--- src/hdl/sorted_node_table_with_distance_assert.svh ---
// assertion macros for the node table
`ifndef SORTED_NODE_TABLE_WITH_DISTANCE_ASSERT_SVH
`define SORTED_NODE_TABLE_WITH_DISTANCE_ASSERT_SVH
`ifndef NO_ASSERTIONS
`define SNT_ASSERT_IMPL(label, clk, rst_n, prop, msg) \
  label: assert property (@(posedge clk) disable iff (!rst_n) prop) else $error(msg);
`define SNT_ASSERT_NEXT(label, clk, rst_n, ante, cons, msg) \
  label: assert property (@(posedge clk) disable iff (!rst_n) (ante) |=> (cons)) else $error(msg);
`else
`define SNT_ASSERT_IMPL(label, clk, rst_n, prop, msg)
`define SNT_ASSERT_NEXT(label, clk, rst_n, ante, cons, msg)
`endif
`endif

--- src/hdl/snt_pkg.sv ---
`timescale 1ns / 1ps
package snt_pkg;

  localparam int unsigned TableDepthDefault = 1024;
  localparam int unsigned IdW     = 31;
  localparam int unsigned CoordW  = 28;
  localparam int unsigned IdxW    = 10;
  localparam int unsigned DistW   = 37;
  localparam int unsigned SqW     = 58;
  localparam int unsigned RootW   = 37;
  localparam int unsigned TimeMul = 5904;

  localparam logic [1:0] ReqAppend = 2'd0;
  localparam logic [1:0] ReqSort   = 2'd1;
  localparam logic [1:0] ReqLookup = 2'd2;
  localparam logic [1:0] ReqDist   = 2'd3;

  localparam logic [1:0] StOk       = 2'd0;
  localparam logic [1:0] StFull     = 2'd1;
  localparam logic [1:0] StNotFound = 2'd2;
  localparam logic [1:0] StRange    = 2'd3;

  typedef struct packed {
    logic [1:0]               req_type;
    logic [IdW-1:0]           node_id;
    logic signed [CoordW-1:0] x_coord;
    logic signed [CoordW-1:0] y_coord;
    logic [IdxW-1:0]          first_index;
    logic [IdxW-1:0]          second_index;
  } in_word_t;

  typedef struct packed {
    logic [1:0]       status;
    logic [IdxW-1:0]  found_index;
    logic [DistW-1:0] distance_value;
  } out_word_t;

  // datapath operations chosen by the controller
  typedef enum logic [3:0] {
    OP_NONE, OP_RD_A, OP_RD_B, OP_LATCH_A, OP_LATCH_B, OP_WR_A, OP_WR_B,
    OP_APPEND, OP_SQ_X, OP_SQ_Y, OP_ROOT_START, OP_TIME_MUL
  } dp_op_e;

endpackage

--- src/hdl/snt_ctrl.sv ---
`timescale 1ns / 1ps
// sequencer: append, quicksort, binary search and distance
module snt_ctrl #(
  parameter int unsigned TableDepth = snt_pkg::TableDepthDefault,
  parameter int unsigned AddrW = $clog2(TableDepth),
  parameter int unsigned CntW = $clog2(TableDepth + 1)
) (
  input  logic                   clk_i,
  input  logic                   rst_ni,
  input  logic                   in_valid,
  output logic                   in_stall,
  input  snt_pkg::in_word_t      in_word_i,
  output logic                   out_valid,
  input  logic                   out_stall,
  output snt_pkg::out_word_t     out_word_o,
  input  logic                   mode_i,
  // datapath command and status
  output snt_pkg::dp_op_e        op_o,
  output logic [AddrW-1:0]       addr_o,
  input  logic [snt_pkg::IdW-1:0] rd_id_i,
  input  logic                   root_busy_i,
  input  logic [snt_pkg::DistW-1:0] dist_i
);
  import snt_pkg::*;
  `include "sorted_node_table_with_distance_assert.svh"

  typedef enum logic [15:0] {
    S_IDLE   = 16'h0001, S_LOOKUP = 16'h0002, S_LK_CMP = 16'h0004,
    S_DIST   = 16'h0008, S_DROOT  = 16'h0010, S_DONE   = 16'h0020,
    S_SPOP   = 16'h0040, S_MED    = 16'h0080, S_MED_CMP = 16'h0100,
    S_SWAP   = 16'h0200, S_SCAN   = 16'h0400, S_SCAN_CMP = 16'h0800,
    S_PUSH   = 16'h1000, S_SETUP  = 16'h2000, S_SW_CMP = 16'h4000,
    S_OUT    = 16'h8000
  } state_e;

  localparam int unsigned StkD = 64;
  localparam int unsigned SpW = 7;
  localparam logic signed [CntW:0] One = 1;

  state_e state_q, state_d;
  logic [CntW-1:0] count_q, count_d;
  in_word_t req_q, req_d;
  out_word_t res_q, res_d;
  logic out_valid_q, out_valid_d;
  // general index registers (signed to express -1)
  logic signed [CntW:0] lo_q, lo_d, hi_q, hi_d, i_q, i_d, j_q, j_d;
  logic signed [CntW:0] p_q, p_d, sa_q, sa_d, sb_q, sb_d;
  logic [2:0] step_q, step_d;
  logic [IdW-1:0] t0_q, t0_d, t1_q, t1_d, piv_q, piv_d;
  logic [3:0] ret_q, ret_d;
  logic [SpW-1:0] sp_q, sp_d;
  logic [AddrW-1:0] stk_lo [StkD];
  logic [AddrW-1:0] stk_hi [StkD];
  logic stk_we;
  logic [AddrW-1:0] stk_wlo, stk_whi;
  logic [AddrW-1:0] pop_lo, pop_hi;

  always_ff @(posedge clk_i) begin
    if (stk_we) begin
      stk_lo[sp_q[5:0]] <= stk_wlo;
      stk_hi[sp_q[5:0]] <= stk_whi;
    end
    pop_lo <= stk_lo[sp_d[5:0]];
    pop_hi <= stk_hi[sp_d[5:0]];
  end

  assign in_stall   = (state_q != S_IDLE) || out_valid_q;
  assign out_valid  = out_valid_q;
  assign out_word_o = res_q;

  function automatic logic [AddrW-1:0] ad(input logic signed [CntW:0] v);
    ad = v[AddrW-1:0];
  endfunction

  // swap-return codes
  localparam logic [3:0] RetPiv = 4'd0, RetScan = 4'd1, RetFinal = 4'd2;

  // main sequencer
  always_comb begin
    logic signed [CntW:0] mid;
    state_d = state_q; count_d = count_q; req_d = req_q; res_d = res_q;
    out_valid_d = out_valid_q; lo_d = lo_q; hi_d = hi_q; i_d = i_q; j_d = j_q;
    p_d = p_q; sa_d = sa_q; sb_d = sb_q; step_d = step_q; t0_d = t0_q;
    t1_d = t1_q; piv_d = piv_q; ret_d = ret_q; sp_d = sp_q;
    op_o = OP_NONE; addr_o = '0;
    stk_we = 1'b0; stk_wlo = '0; stk_whi = '0;
    mid = lo_q + ((hi_q - lo_q) >>> 1);
    if (out_valid_q && !out_stall) out_valid_d = 1'b0;
    case (state_q)
      S_IDLE: begin
        if (in_valid && !in_stall) begin
          req_d = in_word_i;
          res_d = '0;
          case (in_word_i.req_type)
            ReqAppend: begin
              if (count_q >= CntW'(TableDepth)) begin
                res_d.status = StFull;
              end else begin
                op_o = OP_APPEND; addr_o = count_q[AddrW-1:0];
                count_d = count_q + 1'b1;
              end
              state_d = S_OUT;
            end
            ReqSort: begin
              if (count_q < CntW'(2)) begin
                state_d = S_OUT;
              end else begin
                lo_d = '0; hi_d = $signed({1'b0, count_q}) - One; sp_d = '0;
                state_d = S_MED; step_d = '0;
              end
            end
            ReqLookup: begin
              lo_d = '0; hi_d = $signed({1'b0, count_q}) - One;
              state_d = S_LOOKUP;
            end
            default: begin
              if (32'(in_word_i.first_index) >= 32'(count_q) ||
                  32'(in_word_i.second_index) >= 32'(count_q)) begin
                res_d.status = StRange; state_d = S_OUT;
              end else begin
                state_d = S_DIST; step_d = '0;
              end
            end
          endcase
        end
      end
      S_OUT: begin
        if (!out_valid_q || !out_stall) begin
          out_valid_d = 1'b1; state_d = S_IDLE;
        end
      end
      S_LOOKUP: begin
        if (lo_q > hi_q) begin
          res_d.status = StNotFound; res_d.found_index = '0; state_d = S_OUT;
        end else begin
          op_o = OP_RD_A; addr_o = ad(mid); p_d = mid; state_d = S_LK_CMP;
          step_d = '0;
        end
      end
      S_LK_CMP: begin
        if (step_q == 3'd0) begin
          step_d = 3'd1;
        end else if (rd_id_i == req_q.node_id) begin
          res_d.found_index = IdxW'(p_q); state_d = S_OUT;
        end else begin
          if (req_q.node_id < rd_id_i) hi_d = p_q - One;
          else lo_d = p_q + One;
          state_d = S_LOOKUP;
        end
      end
      S_DIST: begin
        step_d = step_q + 1'b1;
        case (step_q)
          3'd0: begin op_o = OP_RD_A; addr_o = AddrW'(req_q.first_index); end
          3'd1: op_o = OP_LATCH_A;
          3'd2: begin op_o = OP_RD_B; addr_o = AddrW'(req_q.second_index); end
          3'd3: op_o = OP_LATCH_B;
          3'd4: op_o = OP_SQ_X;
          3'd5: op_o = OP_SQ_Y;
          default: begin op_o = OP_ROOT_START; state_d = S_DROOT; step_d = '0; end
        endcase
      end
      S_DROOT: begin
        if (!root_busy_i) begin
          if (step_q == 3'd0 && mode_i) begin
            op_o = OP_TIME_MUL; step_d = 3'd1;
          end else begin
            state_d = S_DONE;
          end
        end
      end
      S_DONE: begin
        res_d.distance_value = dist_i; state_d = S_OUT;
      end
      // pop a range from the stack
      S_SPOP: begin
        if (step_q == 3'd0) begin
          if (sp_q == '0) begin
            state_d = S_OUT;
          end else begin
            sp_d = sp_q - 1'b1; step_d = 3'd1;
          end
        end else begin
          lo_d = $signed((CntW+1)'(pop_lo)); hi_d = $signed((CntW+1)'(pop_hi));
          state_d = S_MED; step_d = '0;
        end
      end
      // median of three: read lo, mid, hi
      S_MED: begin
        if (lo_q >= hi_q) begin
          state_d = S_SPOP; step_d = '0;
        end else begin
          step_d = step_q + 1'b1;
          case (step_q)
            3'd0: begin op_o = OP_RD_A; addr_o = ad(lo_q); end
            3'd1: begin op_o = OP_RD_A; addr_o = ad(mid); t0_d = rd_id_i; end
            3'd2: begin op_o = OP_RD_A; addr_o = ad(hi_q); t1_d = rd_id_i; end
            default: begin
              state_d = S_MED_CMP;
              piv_d = rd_id_i;
            end
          endcase
        end
      end
      S_MED_CMP: begin
        logic signed [CntW:0] big, sml;
        logic [IdW-1:0] bid, sid;
        if (t0_q > t1_q) begin
          big = lo_q; sml = mid; bid = t0_q; sid = t1_q;
        end else begin
          big = mid; sml = lo_q; bid = t1_q; sid = t0_q;
        end
        if (piv_q > bid) sa_d = big;
        else if (piv_q < sid) sa_d = sml;
        else sa_d = hi_q;
        sb_d = lo_q; ret_d = RetPiv; state_d = S_SWAP; step_d = '0;
      end
      // swap entries sa and sb through datapath registers
      S_SWAP: begin
        step_d = step_q + 1'b1;
        case (step_q)
          3'd0: begin op_o = OP_RD_A; addr_o = ad(sa_q); end
          3'd1: op_o = OP_LATCH_A;
          3'd2: begin op_o = OP_RD_B; addr_o = ad(sb_q); end
          3'd3: op_o = OP_LATCH_B;
          3'd4: begin op_o = OP_WR_B; addr_o = ad(sa_q); end
          default: begin
            op_o = OP_WR_A; addr_o = ad(sb_q); step_d = '0;
            case (ret_q)
              RetPiv: begin
                i_d = lo_q + One; j_d = lo_q + One; state_d = S_SETUP;
              end
              RetScan: begin
                i_d = i_q + One; j_d = j_q + One; state_d = S_SCAN;
              end
              default: state_d = S_PUSH;
            endcase
          end
        endcase
      end
      // fetch the pivot id from lo
      S_SETUP: begin
        step_d = step_q + 1'b1;
        if (step_q == 3'd0) begin
          op_o = OP_RD_A; addr_o = ad(lo_q);
        end else if (step_q == 3'd2) begin
          piv_d = rd_id_i; state_d = S_SCAN; step_d = '0;
        end
      end
      S_SCAN: begin
        if (j_q > hi_q) begin
          sa_d = lo_q; sb_d = i_q - One; p_d = i_q - One; ret_d = RetFinal;
          state_d = S_SWAP; step_d = '0;
        end else begin
          op_o = OP_RD_A; addr_o = ad(j_q); state_d = S_SCAN_CMP; step_d = '0;
        end
      end
      S_SCAN_CMP: begin
        if (step_q == 3'd0) begin
          step_d = 3'd1;
        end else if (rd_id_i < piv_q) begin
          sa_d = j_q; sb_d = i_q; ret_d = RetScan; state_d = S_SWAP; step_d = '0;
        end else begin
          j_d = j_q + One; state_d = S_SCAN;
        end
      end
      S_PUSH: begin
        if (p_q - lo_q > hi_q - p_q) begin
          if (sp_q < SpW'(StkD)) begin
            stk_we = 1'b1; stk_wlo = ad(lo_q); stk_whi = ad(p_q - One);
            sp_d = sp_q + 1'b1;
          end
          lo_d = p_q + One;
        end else begin
          if (sp_q < SpW'(StkD)) begin
            stk_we = 1'b1; stk_wlo = ad(p_q + One); stk_whi = ad(hi_q);
            sp_d = sp_q + 1'b1;
          end
          hi_d = p_q - One;
        end
        state_d = S_MED; step_d = '0;
      end
      default: state_d = S_IDLE;
    endcase
  end

  always_ff @(posedge clk_i or negedge rst_ni) begin
    if (!rst_ni) begin
      state_q <= S_IDLE; count_q <= '0; out_valid_q <= 1'b0; sp_q <= '0;
    end else begin
      state_q <= state_d; count_q <= count_d; out_valid_q <= out_valid_d;
      sp_q <= sp_d;
    end
  end

  always_ff @(posedge clk_i) begin
    req_q <= req_d; res_q <= res_d; lo_q <= lo_d; hi_q <= hi_d; i_q <= i_d;
    j_q <= j_d; p_q <= p_d; sa_q <= sa_d; sb_q <= sb_d; step_q <= step_d;
    t0_q <= t0_d; t1_q <= t1_d; piv_q <= piv_d; ret_q <= ret_d;
  end

  `SNT_ASSERT_IMPL(a_count_max, clk_i, rst_ni, (count_q <= CntW'(TableDepth)), "count above depth")
  `SNT_ASSERT_NEXT(a_out_hold, clk_i, rst_ni, out_valid_q && out_stall, out_valid_q, "result dropped")
  `SNT_ASSERT_IMPL(a_busy_stall, clk_i, rst_ni, (state_q != S_IDLE) |-> in_stall, "accept while busy")
  `SNT_ASSERT_IMPL(a_stk_bound, clk_i, rst_ni, (sp_q <= SpW'(StkD)), "stack overrun")
endmodule

--- config.mk ---
export PLATFORM = sky130hd
export DESIGN_NAME = snt_ctrl
export DESIGN_NICKNAME = d
export VERILOG_FILES = /design/src/hdl/snt_pkg.sv /design/src/hdl/snt_ctrl.sv
export VERILOG_INCLUDE_DIRS = /design/src /design/src/hdl
export SDC_FILE = /design/constraint.sdc
export NUM_CORES = 2
export LEC_CHECK = 0
export ABC_AREA = 1
export BUFFER_PORTS_ARGS = -buffer_cell sky130_fd_sc_hd__buf_2
export CAP_MARGIN = 40
export CORE_MARGIN = 2
export CORE_UTILIZATION = 45
export DETAILED_ROUTE_END_ITERATION = 16
export PLACE_DENSITY = 0.65
export SLEW_MARGIN = 20
export SYNTH_ARGS = -nofsm -noshare
export SYNTH_HDL_FRONTEND = slang
export SYNTH_SLANG_ARGS = --single-unit
--- constraint.sdc ---
create_clock -name clk_i -period 7.95 [get_ports clk_i]
set_input_delay 0.795 -clock clk_i [delete_from_list [all_inputs] [get_ports clk_i]]
set_output_delay 0.795 -clock clk_i [all_outputs]
set_load 0.02 [all_outputs]
==> metrics <==
worst min-delay path category input port to register; Max FO, Critical Path 11; total power divided by cell area 360 nW/um^2; aggregate negative setup slack 0 ns; Static Leak 32.5 nW; 1st-iter DRT viols 5412; yosys warns 0; fin util 51.3%; Floorplan Core Area 167000 um^2; Final #Nets 7683; crit path cell chain inv_1 > ha_1 > nand2_1 > nor2_1 > a211oi_1 > nor2_1 > o21ai_0 > nand2_1 > xor2_1 > ha_1 > inv_1 > o21bai_1 > a21boi_0 > o21ai_0 > xor2_1 > o22ai_1 > o21ai_0 > nand4_1 > buf_2; maximum number of pins on one net before global-route repair 199; share of flip-flops with an asynchronous set or reset after synthesis 2.11%; fraction of final layout cells sized beyond drive strength 1 10.5%; Clock Pin Slew Worst Setup and Hold Paths 0.06 ns; synthesized area divided by synthesized cell count 10.8 um^2; max-slew violation count 0; number of enable-type register cells in the synthesized netlist 1558; measured slew at the worst slew-check pin 0.902 ns; Cell variety after synth 70; die span in y 415 um; most prevalent standard cell on the critical path sky130_fd_sc_hd__o21ai_0; Placed Instances 9256; Post-Syn Area 76000 um^2; count of placed standard cells in the final layout, fillers left out 9591; antenna violation net count after detailed routing 0; commonest register cell after synthesis sky130_fd_sc_hd__edfxtp_1; initial core utilization 45.4%; hold-fix buffers at CTS 1; number of global-route vias before repair 50900; highest ir drop seen on vdd 0.000585 V; result of the run completed; number of fill cells 14500; placement row count 150; data arrival time of the critical path 5.61 ns; Setup Viol. Count Final 0; DR pass1 iterations 7; wire length after detailed routing 212000 um; TritonCTS clock tree yes; commonest non-fill, non-tap cell in the layout sky130_fd_sc_hd__nand2_1; die area 172000 um^2; count of port buffers added during placement 191; area added between synthesis and finish 13.1%; DP Wirelength 130000 um; GRT Total Usage 24.1%; sequential cell area fraction in the yosys report 63.2%; Buf+Inv Stages, Crit Path 3; Gate Count Post-Synth 7029; die boundary width 415 um; first-pass GRT wire length 315000 um; number of clock sinks 1612; type of destination of the critical path primary output; Final Hold Fails 0; Placer Congestion 0.942; largest delay contributor family on the critical path compound AO/OA/AOI/OAI gates; minimum period implied by the final worst setup slack 6.40 ns; DR vias/cell 5.53; Crit-path slowest cell sky130_fd_sc_hd__xor2_1; Setup Buffers After CTS 0; total via count in the routed design 53100; library cell used as clock root buffer sky130_fd_sc_hd__clkbuf_16; category of the worst setup path launch point register; commonest non-fill, non-tap cells in the layout 1677 x sky130_fd_sc_hd__nand2_1, 1558 x sky130_fd_sc_hd__edfxtp_1, 841 x sky130_fd_sc_hd__inv_1, 714 x sky130_fd_sc_hd__nand3_1, 420 x sky130_fd_sc_hd__o211ai_1; Max Clk Rate 156 MHz; Worst Skew 0.0521 ns; count of maximum capacitance violations 0; number of clock buffers inserted by TritonCTS 170; worst-skew pair later-pin latency 0.83 ns; max_slew headroom 39.6%; CTS max path bufs 3; number of antenna violations at the first check in global routing 6; final critical-path share of the clock period 80.5%; GRT Residual Overflow 0; setup repair after global routing missed its margin false; longest individual stage delay on the worst path 0.57 ns; Net Count, Synth 7475; average routed wire per standard cell 22.1 um; post-cts resize count 0; number of H-tree branching levels 4; number of remaining DRC errors 0; critical path start-end classification register to primary output; worst endpoint required time 7.15 ns; post-synthesis register bit count 1612; Top Ports 248
kinds of logic after synthesis:
kind of cell | count (synthesis) | synth area share, %
adder cells (fa/ha/maj) | 263 | 4.37
AND/OR/NAND/NOR | 2874 | 16.0
XOR/XNOR | 78 | 0.899
flip-flops | 1612 | 63.2
buffers and inverters | 1192 | 6.48
AO/OA/AOI/OAI | 1010 | 8.98
layout make-up:
cell class | instances | area, um^2 | area share [%]
antenna | 8 | 20.0 | 0.0233
clock inverter | 103 | 961 | 1.12
tap | 2204 | 2760 | 3.21
clock buffer | 211 | 4540 | 5.28
sequential | 1612 | 48000 | 55.9
timing repair buffer | 372 | 2890 | 3.36
multi-input combinational | 4225 | 23500 | 27.3
inverter | 856 | 3230 | 3.77
state kept, by name, indices dropped and copies added (netlist names), 11 cells and up:
register and cells:
i_q 12, count_q 11, t0_q 31, stk_hi 640, out_word_o 49, state_q 15
j_q 12, stk_lo 640, lo_q 12, t1_q 31, req_q 51, piv_q 31
hi_q 12, p_q 12
power by group:
| group | switching, W | leakage [nW] | internal, W | total [W] |
|---|---|---|---|---|
| clock network | 0.00337 | 2.68 | 0.00443 | 0.00781 |
| registers | 0.000283 | 12.0 | 0.00983 | 0.0101 |
| logic | 0.00908 | 17.9 | 0.00393 | 0.0130 |
final timing paths:
kind	from	to	slack, ns	cells past startpoint
max in group asynchronous	rst_ni	state_q[0]	7.00	3
min	in_word_i[83]	req_q[83]	0.16	1
max reg2reg	lo_q[1]	stk_hi[53][2]	1.60	28
max	lo_q[1]	addr_o[9]	1.55	19
min in group asynchronous	rst_ni	count_q[1]	0.42	2
min reg2reg	pop_lo[1]	lo_q[1]	0.53	2
metal layers:
metal | global-route usage, % | routed length [um] | up-vias
met5 | 0 | 0 | -
met4 | 8.88 | 7150 | 0
met3 | 3.77 | 15800 | 362
met2 | 40.5 | 103000 | 2019
met1 | 31.5 | 86000 | 25700
li1 | - | - | 25000
Yosys cell counts, drive strengths merged, types with 6 or more instances:
library cell     n  area [um^2]
xor2            62          543
edfxtp        1558        46800
or2             48          300
ha             259         3240
clkinv           8         30.0
o21bai           6         45.0
a221oi           8         70.1
nor2           297         1170
a21oi          161          806
o31ai            8         60.1
nor3            50          255
nand4           51          319
clkbuf         142          533
nand2         1686         6360
buf            194         1180
a31oi            8         50.1
o22ai           29          181
a211oi          21          158
o211ai         462         3680
o21ai          245         1230
o221ai          20          175
dfrtp           33          826
dfxtp           20          400
nor4            18          113
nand3          716         3600
inv            848         3180
o21a             6         45.0
xnor2           16          140
through the flow:
step | setup WS, ns | hold slack (ns) | total power [W] | cell area (um^2)
final | 1.55 | 0.162 | 0.0309 | 85900
after floorplan | 0.777 | 0.484 | 0.0187 | 76000
after CTS | 1.56 | 0.101 | 0.0310 | 85600
after global placement | 1.66 | 0.505 | 0.0229 | 79700
after detailed placement | 1.75 | 0.513 | 0.0232 | 80100
after global routing | 1.07 | 0.113 | 0.0325 | 85900
worst reg2reg max path, delay by kind of cell (launching register included):
kind | cells | cell delay, ns
adder cells (fa/ha/maj) | 2 | 0.70
AO/OA/AOI/OAI | 11 | 1.56
XOR/XNOR | 1 | 0.10
AND/OR/NAND/NOR | 9 | 0.99
buffers and inverters | 5 | 2.07
flip-flops | 1 | 0.52
Power figures use the tool's default switching activity.
